[src/rtl/csi_pkg.sv]
`timescale 1ns / 1ps
package csi_pkg;

	localparam int DUTY_BITS     = 12;
	localparam int AXIS_COUNT    = 4;
	localparam int BICEP_AXIS    = (AXIS_COUNT > 1) ? 1 : 0;
	localparam int DATA_BITS     = ((AXIS_COUNT * DUTY_BITS + 7) / 8) * 8;
	localparam int STEP_CNT_BITS = $clog2(DUTY_BITS);
	localparam int ADDR_BITS     = 3;
	localparam int APB_BITS      = 32;

	typedef logic [DUTY_BITS-1:0] duty_t;

	typedef struct packed {
		logic load;
		logic run;
	} lane_ctrl_t;

	function automatic duty_t home_duty(input int axis);
		duty_t d;
		unique case (axis)
			0:       d = duty_t'(105);
			1:       d = duty_t'(338);
			2:       d = duty_t'(500);
			3:       d = duty_t'(500);
			default: d = '0;
		endcase
		return d;
	endfunction

endpackage

[src/rtl/coordinated_servo_interpolator.sv]
`timescale 1ns / 1ps
// channel   dir  handshake          payload
// s_*       in   s_tvalid/s_tready  tdata targets, tuser mode
// m_*       out  m_tvalid/m_tready  tdata duties, tuser status, tlast last step
// apb       in   psel/penable       bicep bounds at 0x0 and 0x4
//
// a tick during a move runs through the bit-serial multiply-divide in each axis lane,
// all axes in parallel
// a load passes through S_EVAL to S_OUT, an idle tick goes straight to S_OUT
// reset restores home positions and default bounds, no move in progress
// the result sits in an output register; a new item is taken while it waits,
// and a finished result waits in the output stage while m_tready is low
module coordinated_servo_interpolator import csi_pkg::*; (
	input  logic                 clk,
	input  logic                 arst_n,
	input  logic                 s_tvalid,
	output logic                 s_tready,
	input  logic [DATA_BITS-1:0] s_tdata,  // target_shoulder, target_bicep, target_forearm, target_hand
	input  logic [0:0]           s_tuser,  // mode
	output logic                 m_tvalid,
	input  logic                 m_tready,
	output logic [DATA_BITS-1:0] m_tdata,  // shoulder_duty, bicep_duty, forearm_duty, hand_duty
	output logic [2:0]           m_tuser,  // status
	output logic                 m_tlast,
	input  logic                 psel,
	input  logic                 penable,
	input  logic                 pwrite,
	input  logic [ADDR_BITS-1:0] paddr,
	input  logic [APB_BITS-1:0]  pwdata,
	output logic [APB_BITS-1:0]  prdata,
	output logic                 pready
);

	localparam logic [2:0] S_IDLE = 3'd0;
	localparam logic [2:0] S_EVAL = 3'd1;
	localparam logic [2:0] S_RUN  = 3'd2;
	localparam logic [2:0] S_FIN  = 3'd3;
	localparam logic [2:0] S_OUT  = 3'd4;

	localparam logic [2:0] STAT_IDLE   = 3'd0;
	localparam logic [2:0] STAT_STEP   = 3'd1;
	localparam logic [2:0] STAT_ACCEPT = 3'd2;
	localparam logic [2:0] STAT_REJECT = 3'd3;
	localparam logic [2:0] STAT_NOMOVE = 3'd4;

	localparam logic MODE_LOAD = 1'b0;

	typedef logic [AXIS_COUNT-1:0][DUTY_BITS-1:0] axes_t;

	logic [2:0]               state_q;
	axes_t                    start_q;
	axes_t                    goal_q;
	axes_t                    tgt_q;
	duty_t                    step_index_q;
	duty_t                    step_total_q;
	logic                     moving_q;
	logic [STEP_CNT_BITS-1:0] cnt_q;
	axes_t                    res_duty_q;
	logic [2:0]               res_status_q;
	logic                     res_last_q;
	axes_t                    out_duty_q;
	logic [2:0]               out_status_q;
	logic                     out_last_q;
	logic                     out_valid_q;

	duty_t      lower_bound;
	duty_t      upper_bound;
	axes_t      tgt_in;
	axes_t      lane_duty;
	lane_ctrl_t lane_ctrl;
	logic       in_acc;
	logic       out_load;
	logic       reject;
	duty_t      most;
	duty_t      diff;

	csi_regs u_regs (
		.clk         (clk),
		.arst_n      (arst_n),
		.psel        (psel),
		.penable     (penable),
		.pwrite      (pwrite),
		.paddr       (paddr),
		.pwdata      (pwdata),
		.prdata      (prdata),
		.pready      (pready),
		.lower_bound (lower_bound),
		.upper_bound (upper_bound)
	);

	assign s_tready = state_q == S_IDLE;
	assign in_acc   = s_tvalid & s_tready;
	assign out_load = (state_q == S_OUT) && (!out_valid_q || m_tready);

	always_comb begin
		for (int a = 0; a < AXIS_COUNT; a++) begin
			tgt_in[a] = s_tdata[a*DUTY_BITS +: DUTY_BITS];
		end
	end

	assign lane_ctrl.load = in_acc && (s_tuser[0] != MODE_LOAD) && moving_q;
	assign lane_ctrl.run  = state_q == S_RUN;

	for (genvar g = 0; g < AXIS_COUNT; g++) begin : g_lane
		csi_lane u_lane (
			.clk   (clk),
			.ctrl  (lane_ctrl),
			.start (start_q[g]),
			.goal  (goal_q[g]),
			.step  (step_index_q),
			.total (step_total_q),
			.duty  (lane_duty[g])
		);
	end

	// largest absolute delta of a load
	always_comb begin
		most = '0;
		diff = '0;
		for (int a = 0; a < AXIS_COUNT; a++) begin
			diff = (tgt_q[a] >= start_q[a]) ? tgt_q[a] - start_q[a] : start_q[a] - tgt_q[a];
			if (diff > most) begin
				most = diff;
			end
		end
	end

	assign reject = moving_q || (tgt_q[BICEP_AXIS] < lower_bound)
	                || (tgt_q[BICEP_AXIS] > upper_bound);

	always_ff @(posedge clk or negedge arst_n) begin
		if (!arst_n) begin
			state_q      <= S_IDLE;
			step_index_q <= '0;
			step_total_q <= '0;
			moving_q     <= 1'b0;
			cnt_q        <= '0;
			for (int a = 0; a < AXIS_COUNT; a++) begin
				start_q[a] <= home_duty(a);
				goal_q[a]  <= home_duty(a);
			end
		end else begin
			unique case (state_q)
				S_IDLE: begin
					if (in_acc) begin
						cnt_q <= '0;
						priority if (s_tuser[0] == MODE_LOAD) begin
							state_q <= S_EVAL;
						end else if (moving_q) begin
							state_q <= S_RUN;
						end else begin
							state_q <= S_OUT;
						end
					end
				end
				S_EVAL: begin
					if (!reject && most != '0) begin
						goal_q       <= tgt_q;
						step_index_q <= '0;
						step_total_q <= most;
						moving_q     <= 1'b1;
					end
					state_q <= S_OUT;
				end
				S_RUN: begin
					cnt_q <= cnt_q + 1'b1;
					if (cnt_q == STEP_CNT_BITS'(DUTY_BITS - 1)) begin
						state_q <= S_FIN;
					end
				end
				S_FIN: begin
					if (step_index_q >= step_total_q) begin
						start_q      <= goal_q;
						step_index_q <= '0;
						step_total_q <= '0;
						moving_q     <= 1'b0;
					end else begin
						step_index_q <= step_index_q + 1'b1;
					end
					state_q <= S_OUT;
				end
				S_OUT: begin
					if (out_load) begin
						state_q <= S_IDLE;
					end
				end
				default: state_q <= S_IDLE;
			endcase
		end
	end

	// result staging, payload only
	always_ff @(posedge clk) begin
		if (in_acc) begin
			tgt_q        <= tgt_in;
			res_duty_q   <= start_q;
			res_status_q <= STAT_IDLE;
			res_last_q   <= 1'b0;
		end
		if (state_q == S_EVAL) begin
			res_duty_q <= start_q;
			res_last_q <= 1'b0;
			priority if (reject) begin
				res_status_q <= STAT_REJECT;
			end else if (most == '0) begin
				res_status_q <= STAT_NOMOVE;
			end else begin
				res_status_q <= STAT_ACCEPT;
			end
		end
		if (state_q == S_FIN) begin
			res_duty_q   <= lane_duty;
			res_status_q <= STAT_STEP;
			res_last_q   <= step_index_q >= step_total_q;
		end
		if (out_load) begin
			out_duty_q   <= res_duty_q;
			out_status_q <= res_status_q;
			out_last_q   <= res_last_q;
		end
	end

	always_ff @(posedge clk or negedge arst_n) begin
		if (!arst_n) begin
			out_valid_q <= 1'b0;
		end else if (out_load) begin
			out_valid_q <= 1'b1;
		end else if (m_tready) begin
			out_valid_q <= 1'b0;
		end
	end

	assign m_tvalid = out_valid_q;
	assign m_tdata  = DATA_BITS'(out_duty_q);
	assign m_tuser  = out_status_q;
	assign m_tlast  = out_last_q;

endmodule

[src/rtl/csi_regs.sv]
`timescale 1ns / 1ps
module csi_regs import csi_pkg::*; (
	input  logic                 clk,
	input  logic                 arst_n,
	input  logic                 psel,
	input  logic                 penable,
	input  logic                 pwrite,
	input  logic [ADDR_BITS-1:0] paddr,
	input  logic [APB_BITS-1:0]  pwdata,
	output logic [APB_BITS-1:0]  prdata,
	output logic                 pready,
	output duty_t                lower_bound,
	output duty_t                upper_bound
);

	localparam logic REG_LOWER = 1'b0;
	localparam logic REG_UPPER = 1'b1;

	duty_t lower_q;
	duty_t upper_q;
	logic  wr_en;

	assign pready = 1'b1;
	assign wr_en  = psel & penable & pwrite & pready;

	always_ff @(posedge clk or negedge arst_n) begin
		if (!arst_n) begin
			lower_q <= duty_t'(299);
			upper_q <= duty_t'(460);
		end else if (wr_en) begin
			unique case (paddr[2])
				REG_LOWER: lower_q <= pwdata[DUTY_BITS-1:0];
				REG_UPPER: upper_q <= pwdata[DUTY_BITS-1:0];
			endcase
		end
	end

	always_comb begin
		unique case (paddr[2])
			REG_LOWER: prdata = APB_BITS'(lower_q);
			REG_UPPER: prdata = APB_BITS'(upper_q);
		endcase
	end

	assign lower_bound = lower_q;
	assign upper_bound = upper_q;

endmodule

[src/rtl/csi_lane.sv]
`timescale 1ns / 1ps
module csi_lane import csi_pkg::*; (
	input  logic       clk,
	input  lane_ctrl_t ctrl,
	input  duty_t      start,
	input  duty_t      goal,
	input  duty_t      step,
	input  duty_t      total,
	output duty_t      duty
);

	localparam int TW = DUTY_BITS + 2;

	duty_t start_q;
	duty_t mag_q;
	logic  neg_q;
	duty_t step_sh_q;
	duty_t rem_q;
	duty_t quo_q;

	logic [TW-1:0] t;
	logic [TW-1:0] t_rem;
	logic [TW-1:0] n_ext;
	logic [TW-1:0] two_n;
	logic [1:0]    digit;

	// one step bit a cycle: remainder doubles, adds |delta| when the bit is set,
	// quotient digit 0..2 since remainder < N and |delta| <= N
	always_comb begin
		n_ext = {2'b00, total};
		two_n = {1'b0, total, 1'b0};
		t     = {1'b0, rem_q, 1'b0} + (step_sh_q[DUTY_BITS-1] ? {2'b00, mag_q} : '0);
		priority if (t >= two_n) begin
			t_rem = t - two_n;
			digit = 2'd2;
		end else if (t >= n_ext) begin
			t_rem = t - n_ext;
			digit = 2'd1;
		end else begin
			t_rem = t;
			digit = 2'd0;
		end
	end

	always_ff @(posedge clk) begin
		if (ctrl.load) begin
			start_q   <= start;
			mag_q     <= (goal >= start) ? goal - start : start - goal;
			neg_q     <= goal < start;
			step_sh_q <= step;
			rem_q     <= '0;
			quo_q     <= '0;
		end else if (ctrl.run) begin
			step_sh_q <= {step_sh_q[DUTY_BITS-2:0], 1'b0};
			rem_q     <= t_rem[DUTY_BITS-1:0];
			quo_q     <= {quo_q[DUTY_BITS-2:0], 1'b0} + duty_t'(digit);
		end
	end

	assign duty = neg_q ? start_q - quo_q : start_q + quo_q;

endmodule

[config.mk]
export PLATFORM = sky130hd
export DESIGN_NAME = coordinated_servo_interpolator
export DESIGN_NICKNAME = d
export VERILOG_FILES = /design/src/rtl/csi_pkg.sv /design/src/rtl/coordinated_servo_interpolator.sv /design/src/rtl/csi_regs.sv /design/src/rtl/csi_lane.sv
export SDC_FILE = /design/constraint.sdc
export NUM_CORES = 2
export LEC_CHECK = 0
export CORE_ASPECT_RATIO = 0.9
export CORE_MARGIN = 8
export CORE_UTILIZATION = 59
export DETAILED_ROUTE_END_ITERATION = 12
export DONT_BUFFER_PORTS = 1
export PLACE_DENSITY = 0.9
export SLEW_MARGIN = 30
export SYNTH_ARGS = -nofsm -noshare
export SYNTH_HDL_FRONTEND = slang
export SYNTH_SLANG_ARGS = --single-unit
[constraint.sdc]
create_clock -name clk -period 9.9 [get_ports clk]
set_input_delay 1.485 -clock clk [delete_from_list [all_inputs] [get_ports clk]]
set_output_delay 1.485 -clock clk [all_outputs]
set_load 0.01 [all_outputs]
# --- Word level (Yosys, flattened, before mapping) ---
# Index checks and enable logic that the tools add are counted.
op_classes:
  addsub: 42
  n_lt_le_gt_ge: 27
  n_eq_ne: 10
  muxes: 74
  bitwise_logic: 4
  n_reduce_logical: 27
ops:
  columns: ["operator", "n"]
  rows:
  - ["12-bit 2-to-1 mux", 40]
  - ["12-bit subtractor", 28]
  - ["48-bit 2-to-1 mux", 3]
  - ["12-bit greater-or-equal comparator", 9]
  - ["32-bit one-hot mux with 2 select lines", 1]
  - ["12-bit < comparator", 5]
  - ["13-bit by 12-bit adder with 14-bit output", 4]
  - ["14-bit by 12-bit greater-or-equal comparator with 1-bit output", 4]
  - ["14-bit by 13-bit greater-or-equal comparator with 1-bit output", 4]
  - ["12-bit adder", 4]
  - ["12-bit by 2-bit adder with 12-bit output", 4]
  - ["12-bit greater-than comparator", 4]
  - ["12-bit one-hot mux with 2 select lines", 2]
  - ["3-bit 2-to-1 mux", 9]
  - ["12-bit by 1-bit adder with 12-bit output, second input constant", 1]
  - ["12-bit by 1-bit greater-than comparator with 1-bit output, second input constant", 1]
  - ["12-bit zero test", 1]
  - ["3-bit one-hot mux with 4 select lines", 1]
  - ["2-bit AND reduction", 6]
  - ["12-bit nonzero test", 1]
  - ["1-bit 2-to-1 mux", 11]
  - ["2-bit nonzero test", 5]
  - ["2-bit 2-to-1 mux", 4]
  - ["2-bit inequality test, second input constant", 4]
  - ["other kinds (18)", 28]
word_totals:
  ff_bits: 549
  input_bits: 91
  output_inout_bits: 87
  elab_cells: 240

# --- Logic depth before layout (Yosys ltp) ---
logic_depth:
  word_depth: 14
  mapped_depth: 44
  mapped_depth_nobuf: 39

# --- Hierarchy ---
# A second synthesis with hierarchy kept.
hier_totals:
  hier_cells: 4524
  area_unflattened_um2: 42321.8
modules_own_cells:
  columns: ["module", "n_inst", "cells_each", "area_per_inst_um2", "seq_area_each_um2"]
  rows:
  - ["csi_lane at g_lane[0].u_lane ...", 3, 676, 6009.5, 1591.5]
  - ["coordinated_servo_interpolator", 1, 1748, 17199.0, 7812.5]
  - ["csi_lane at g_lane[3].u_lane", 1, 660, 5809.3, 1591.5]
  - ["csi_regs", 1, 88, 1285.0, 613.1]

# --- Worst setup path after synthesis ---
# OpenSTA, ideal clock, no wires.
synth_path:
  kind: "reg-to-reg"
  startpoint: "reg start_q[13] (netlist bit)"
  endpoint: "reg goal_q[11] (netlist bit)"
  setup_time_ps: 125
  arrival_ps: 9261
  t_required_ps: 9775
  setup_slack_ps: 514
  path_stages_with_launch: 40
  synth_period_minus_slack_ps: 9386
  cell_sequence: "dfstp_2 inv_1 fa_1 a21o_1 a211o_1 a221o_1 clkbuf_1 a211oi_1 a21oi_1 a31oi_1 xnor2_1 ha_1 a21oi_1 o21ai_0 a2111oi_0 a21o_1 buf_1 mux2_2 (+4 left out) o31ai_1 clkbuf_1 nand2_1 nor2_1 a221o_1 inv_1 ha_1 a21oi_1 o21ai_0 a2111oi_0 a21oi_1 clkbuf_1 a2111o_1 a2111oi_4 a21oi_2 buf_6 buf_6 mux2_4"
synth_via:
  elab_chain_cells: 11
synth_lines:
  columns: ["element", "line_no", "text"]
  rows:
  - ["start: declaration", "coordinated_servo_interpolator.sv:51", "axes_t start_q;"]
  - ["start signal: indexed assignment", "coordinated_servo_interpolator.sv:139", "start_q[a] <= home_duty(a);"]
  - ["start signal: assignment", "coordinated_servo_interpolator.sv:173", "start_q <= goal_q;"]
  - ["12-bit subtractor or 12-bit greater-or-equal comparator (tied branches)", "coordinated_servo_interpolator.sv:121", "diff = (tgt_q[a] >= start_q[a]) ? tgt_q[a] - start_q[a] : start_q[a] - tgt_q[a];"]
  - ["12-bit 2-to-1 mux (*)", "coordinated_servo_interpolator.sv:121", null]
  - ["12-bit greater-than comparator", "coordinated_servo_interpolator.sv:122", "if (diff > most) begin"]
  - ["12-bit 2-to-1 mux (*)", "coordinated_servo_interpolator.sv:122", null]
  - ["12-bit greater-than comparator", "coordinated_servo_interpolator.sv:122", null]
  - ["12-bit 2-to-1 mux (*)", "coordinated_servo_interpolator.sv:122", null]
  - ["12-bit greater-than comparator", "coordinated_servo_interpolator.sv:122", null]
  - ["12-bit 2-to-1 mux (*)", "coordinated_servo_interpolator.sv:122", null]
  - ["12-bit nonzero test (*)", "coordinated_servo_interpolator.sv:157", "if (!reject && most != '0) begin"]
  - ["1-bit logical AND (*)", "coordinated_servo_interpolator.sv:157", null]
  - ["2-bit AND reduction (no line) (*)", null, null]
  - ["end signal: indexed assignment", "coordinated_servo_interpolator.sv:140", "goal_q[a] <= home_duty(a);"]
  - ["end signal: assignment", "coordinated_servo_interpolator.sv:158", "goal_q <= tgt_q;"]
  - ["end: declaration", "coordinated_servo_interpolator.sv:52", "axes_t goal_q;"]
# Every way passes the cells marked *; elsewhere a longest branch is shown, timed or not.
# A chain may end at the register's enable or synchronous reset.

# --- Worst setup path after layout ---
layout_path:
  startpoint: "reg start_q[13] (netlist bit)"
  endpoint: "reg goal_q[39] (netlist bit)"
# Same word-level chain as after synthesis.

==> results list <==
- Status: complete, no violations
- Final clock skew: 0.02486 ns
* Sequential element share of the synthesized area: 0.3554
* Post-synthesis simple-gate area fraction: 0.1265
- After global routing the overflow that remains totals 0.
- Highest-delay cell along the critical path: dfstp_2
* Worst setup path category: register to register
- Cell at the root of the clock tree: clkbuf_16
* Wire length of the first global-routing pass: 164700 um
- Vias post-DR: 31.80k
- Dividing the detail-routed wire length by the instance count gives 20.82 um.
* Hold-fix buffer count after cts: 0
- At the end of the flow, the number of nets in the layout was 4670.
- Synth Instances: 4153
- Final TNS setup: 0 ns
- Worst setup SP type: register
- Yosys mapped a number of flops with a built-in enable equal to 261.
- In this run the cell area measured after placement is 39340 um2.
* Starting Density: 0.5923
- Cell repeated most along the worst path: buf_4
* DRC Markers: 0
- Drt first pass iters: 8
- Max cap viols: 0
- The clock tree synthesis step divided the H-tree into 2 levels.
- The number of clock buffers added by TritonCTS is 57.
* Clock tree from TritonCTS: yes
- Beginning of the worst register-to-register path: start_q[13]
- Syn Area/Cell: 9.290 um2
* Fill cells: 4984
- Worst Setup SP: start_q[13]
* 1st-iter DRT viols: 3341
- The HPWL after detailed placement is 76370 um.
- Worst Max-Slew Pin Slew: 0.9380 ns
- In this run the worst hold path is classified as register to register.
- Counting along the longest clock path gives a buffer depth of 3.
- Cell count after placement: 4898
* Worst-path clk slew: 0.07 ns
- Cell types with the highest counts after synthesis: ha_1, inv_1, o21ai_0
- Final instance area: 41430 um2
- Share of the synthesized netlist area taken by xor and xnor gates: 0.06175
* Std-Cell Rows: 89
* Area contributors post-synth: edfxtp_1, ha_1, dfrtp_1
* Number of nets with antenna violations after detailed routing: 0
- Post-synthesis cell type count: 81
* Area share of the largest cell type after synthesis: 0.2031
- In the final layout, the share of cells above drive strength 1 is 0.07026.
- Routability-driven placement congestion ratio: 0.9784
* Most common cell in the netlist: ha_1
- Summed over all layers, the routed wires come to 104300 um.
- Of the total synthesized cell area, the portion taken by full adders, half adders and majority gates is 0.1635.
- Multi-input gate area in the final layout: 22880 um2
* Predominant post-synthesis flop cell: edfxtp_1
- Yosys printed 0 warnings.
- Vias per cell: 6.349
* Die width: 285.6 um
- Critical Path Fanout Max: 39
- Setup violations remaining at the end of the flow were counted as 0.
* Quantity of I/O buffers inserted on ports: 0
* Largest net degree at the start of global routing: 154
* Final cell count without fillers: 5008
* Boundary Pins: 178
- Number of global-route vias before repair: 30.70k
- Area taken by flip-flops and latches: 13710 um2
- FF+latch count, synth: 513
* Crit path capture type: register
* Most area-hungry cell type in the Yosys netlist: edfxtp_1
- Share of the cycle needed by the critical path after routing: 0.9330
- Endpoint required time on the critical path: 10.39 ns
* RSZ-0062 raised after global routing: no
- The share of the synthesized area in compound gates (AO/OA/AOI/OAI) came to 0.1867.
- Core area: 65140 um2
- The floorplan step set the die height to 258.6 um.
- The floorplan step defined a die boundary enclosing 73840 um2.
* Highest achievable clock rate: 108.3 MHz
- The largest single stage delay on the critical path is 0.64 ns.
- Tmin final: 9.237 ns
- The number of antenna violations at the first check in global routing came to 1.
- For this run, asynchronously set or reset flops after synthesis account for 0.2982.
- Clock tree synthesis found a total of 513 sinks.
- The number of pins with negative max-slew slack in the final report is 0.
* Max-slew headroom at the worst pin: 0.3740
- Final Hold Violating Endpoints: 0
- At the later pin of the worst-skew pair, clock insertion delay measures 0.63 ns.
- For this run, the total global-route usage over all layers was measured as 0.2713.
* Multiplexer share of the synthesized area: 0.04933
- Summed instance area of the synthesized netlist: 38580 um2
- Data arrives at the worst endpoint at 9.72 ns.
- The startpoint identified for the worst hold timing path is res_duty_q[43].
- Dominant combinational cell family by area after synthesis: compound AO/OA/AOI/OAI gates
- Syn-to-layout area delta: 7.384%
==> cell usage in the layout, fill, tap and decap left out, drive strengths merged, types with 25 or more instances in the layout <==
| cell type | instances |
|---|---|
| buf | 45 |
| a31oi | 25 |
| mux2 | 56 |
| nand3 | 120 |
| nand2 | 318 |
| nor2b | 53 |
| edfxtp | 261 |
| nor2 | 188 |
| dfrtp | 103 |
| o21ai | 356 |
| xnor2 | 189 |
| a211oi | 39 |
| a21oi | 284 |
| nand4 | 47 |
| and3 | 28 |
| inv | 375 |
| dfstp | 50 |
| o211ai | 51 |
| fa | 32 |
| o21bai | 43 |
| mux2i | 126 |
| dfxtp | 99 |
| and2 | 68 |
| nand2b | 41 |
| nor3 | 63 |
| clkbuf | 67 |
| ha | 453 |
| a21boi | 26 |
| xor2 | 83 |
| o31ai | 29 |
| a21o | 114 |
==> logic make-up (layout without fill, tap and decap cells) <==
family,after synthesis,after routing
buf+inv,552,522
xor+xnor,272,272
simple gates,1004,1004
mux,182,182
flops,513,513
other cells,2,23
compound gates,1143,1143
fa+ha+maj,485,485
==> final timing paths <==
path / to / slack (ns) / depth (start not counted)
min: m_tdata[43] / 0.40 / 0
min reg2reg: m_tdata[43] / 0.40 / 0
max reg2reg: goal_q[39] / 0.66 / 39
min in group asynchronous: u_regs.upper_bound[0] / 0.55 / 0
max in group asynchronous: start_q[29] / 8.94 / 0
max: goal_q[39] / 0.66 / 39
==> critical path, delay by kind of cell (launching register included) <==
family,cells,cell delay (ns)
AOI/OAI and AO/OA,21,4.16
xor gates and xnor gates,1,0.35
adders and majority gates,4,1.45
buffers and inverters,8,1.57
DFF,1,0.64
muxes,1,0.13
and+or+nand+nor,4,0.77
==> repair_timing <==
| action | 4_1_cts | 5_1_grt |
|---|---|---|
| buffers inserted | 0 | 1 |
| endpoints found under the setup margin | 0 | 75 |
| gates resized for setup | 0 | 16 |
==> flip-flops by register name (all words and copies together) (netlist names), 48 cells and up <==
signal / flops
g_lane.u_lane.rem_q: 48
goal_q: 48
tgt_q: 48
g_lane.u_lane.mag_q: 48
start_q: 48
g_lane.u_lane.quo_q: 48
res_duty_q: 48
m_tdata: 48
g_lane.u_lane.start_q: 48
==> per-stage QoR <==
step                      setup slack (ns)    util  hold slack, ns
final                               0.6635  0.6360          0.4043
after global routing               0.05432  0.6359          0.4074
after CTS                           0.2147  0.6347          0.4042
after detailed placement            0.2987  0.6039          0.4057
after global placement              0.4032  0.6039          0.4018
after floorplan                     0.5135       -          0.4003
==> cell type report <==
class                   count  area share
repair buffers             45    0.008546
flip-flops and latches    513      0.3309
multi-input cells        3107      0.5522
inverters                 370     0.03358
clock inverters            40     0.01271
clock buffers              67     0.03582
well taps                 864     0.02609
diodes                      2   0.0001208
==> routing by layer <==
| layer | global-route usage | vias to the layer above | share of wire |
|---|---|---|---|
| met1 | 0.3680 | 15190 | 0.41 |
| met4 | 0.09883 | 0 | 0.040 |
| met5 | 0 | - | 0 |
| met3 | 0.04369 | 297 | 0.097 |
| li1 | - | 14750 | - |
| met2 | 0.4380 | 1564 | 0.45 |
Power is left out: the tool's default activity adds up to more than one toggle a clock period on the data nets, which glitch-free logic cannot reach.
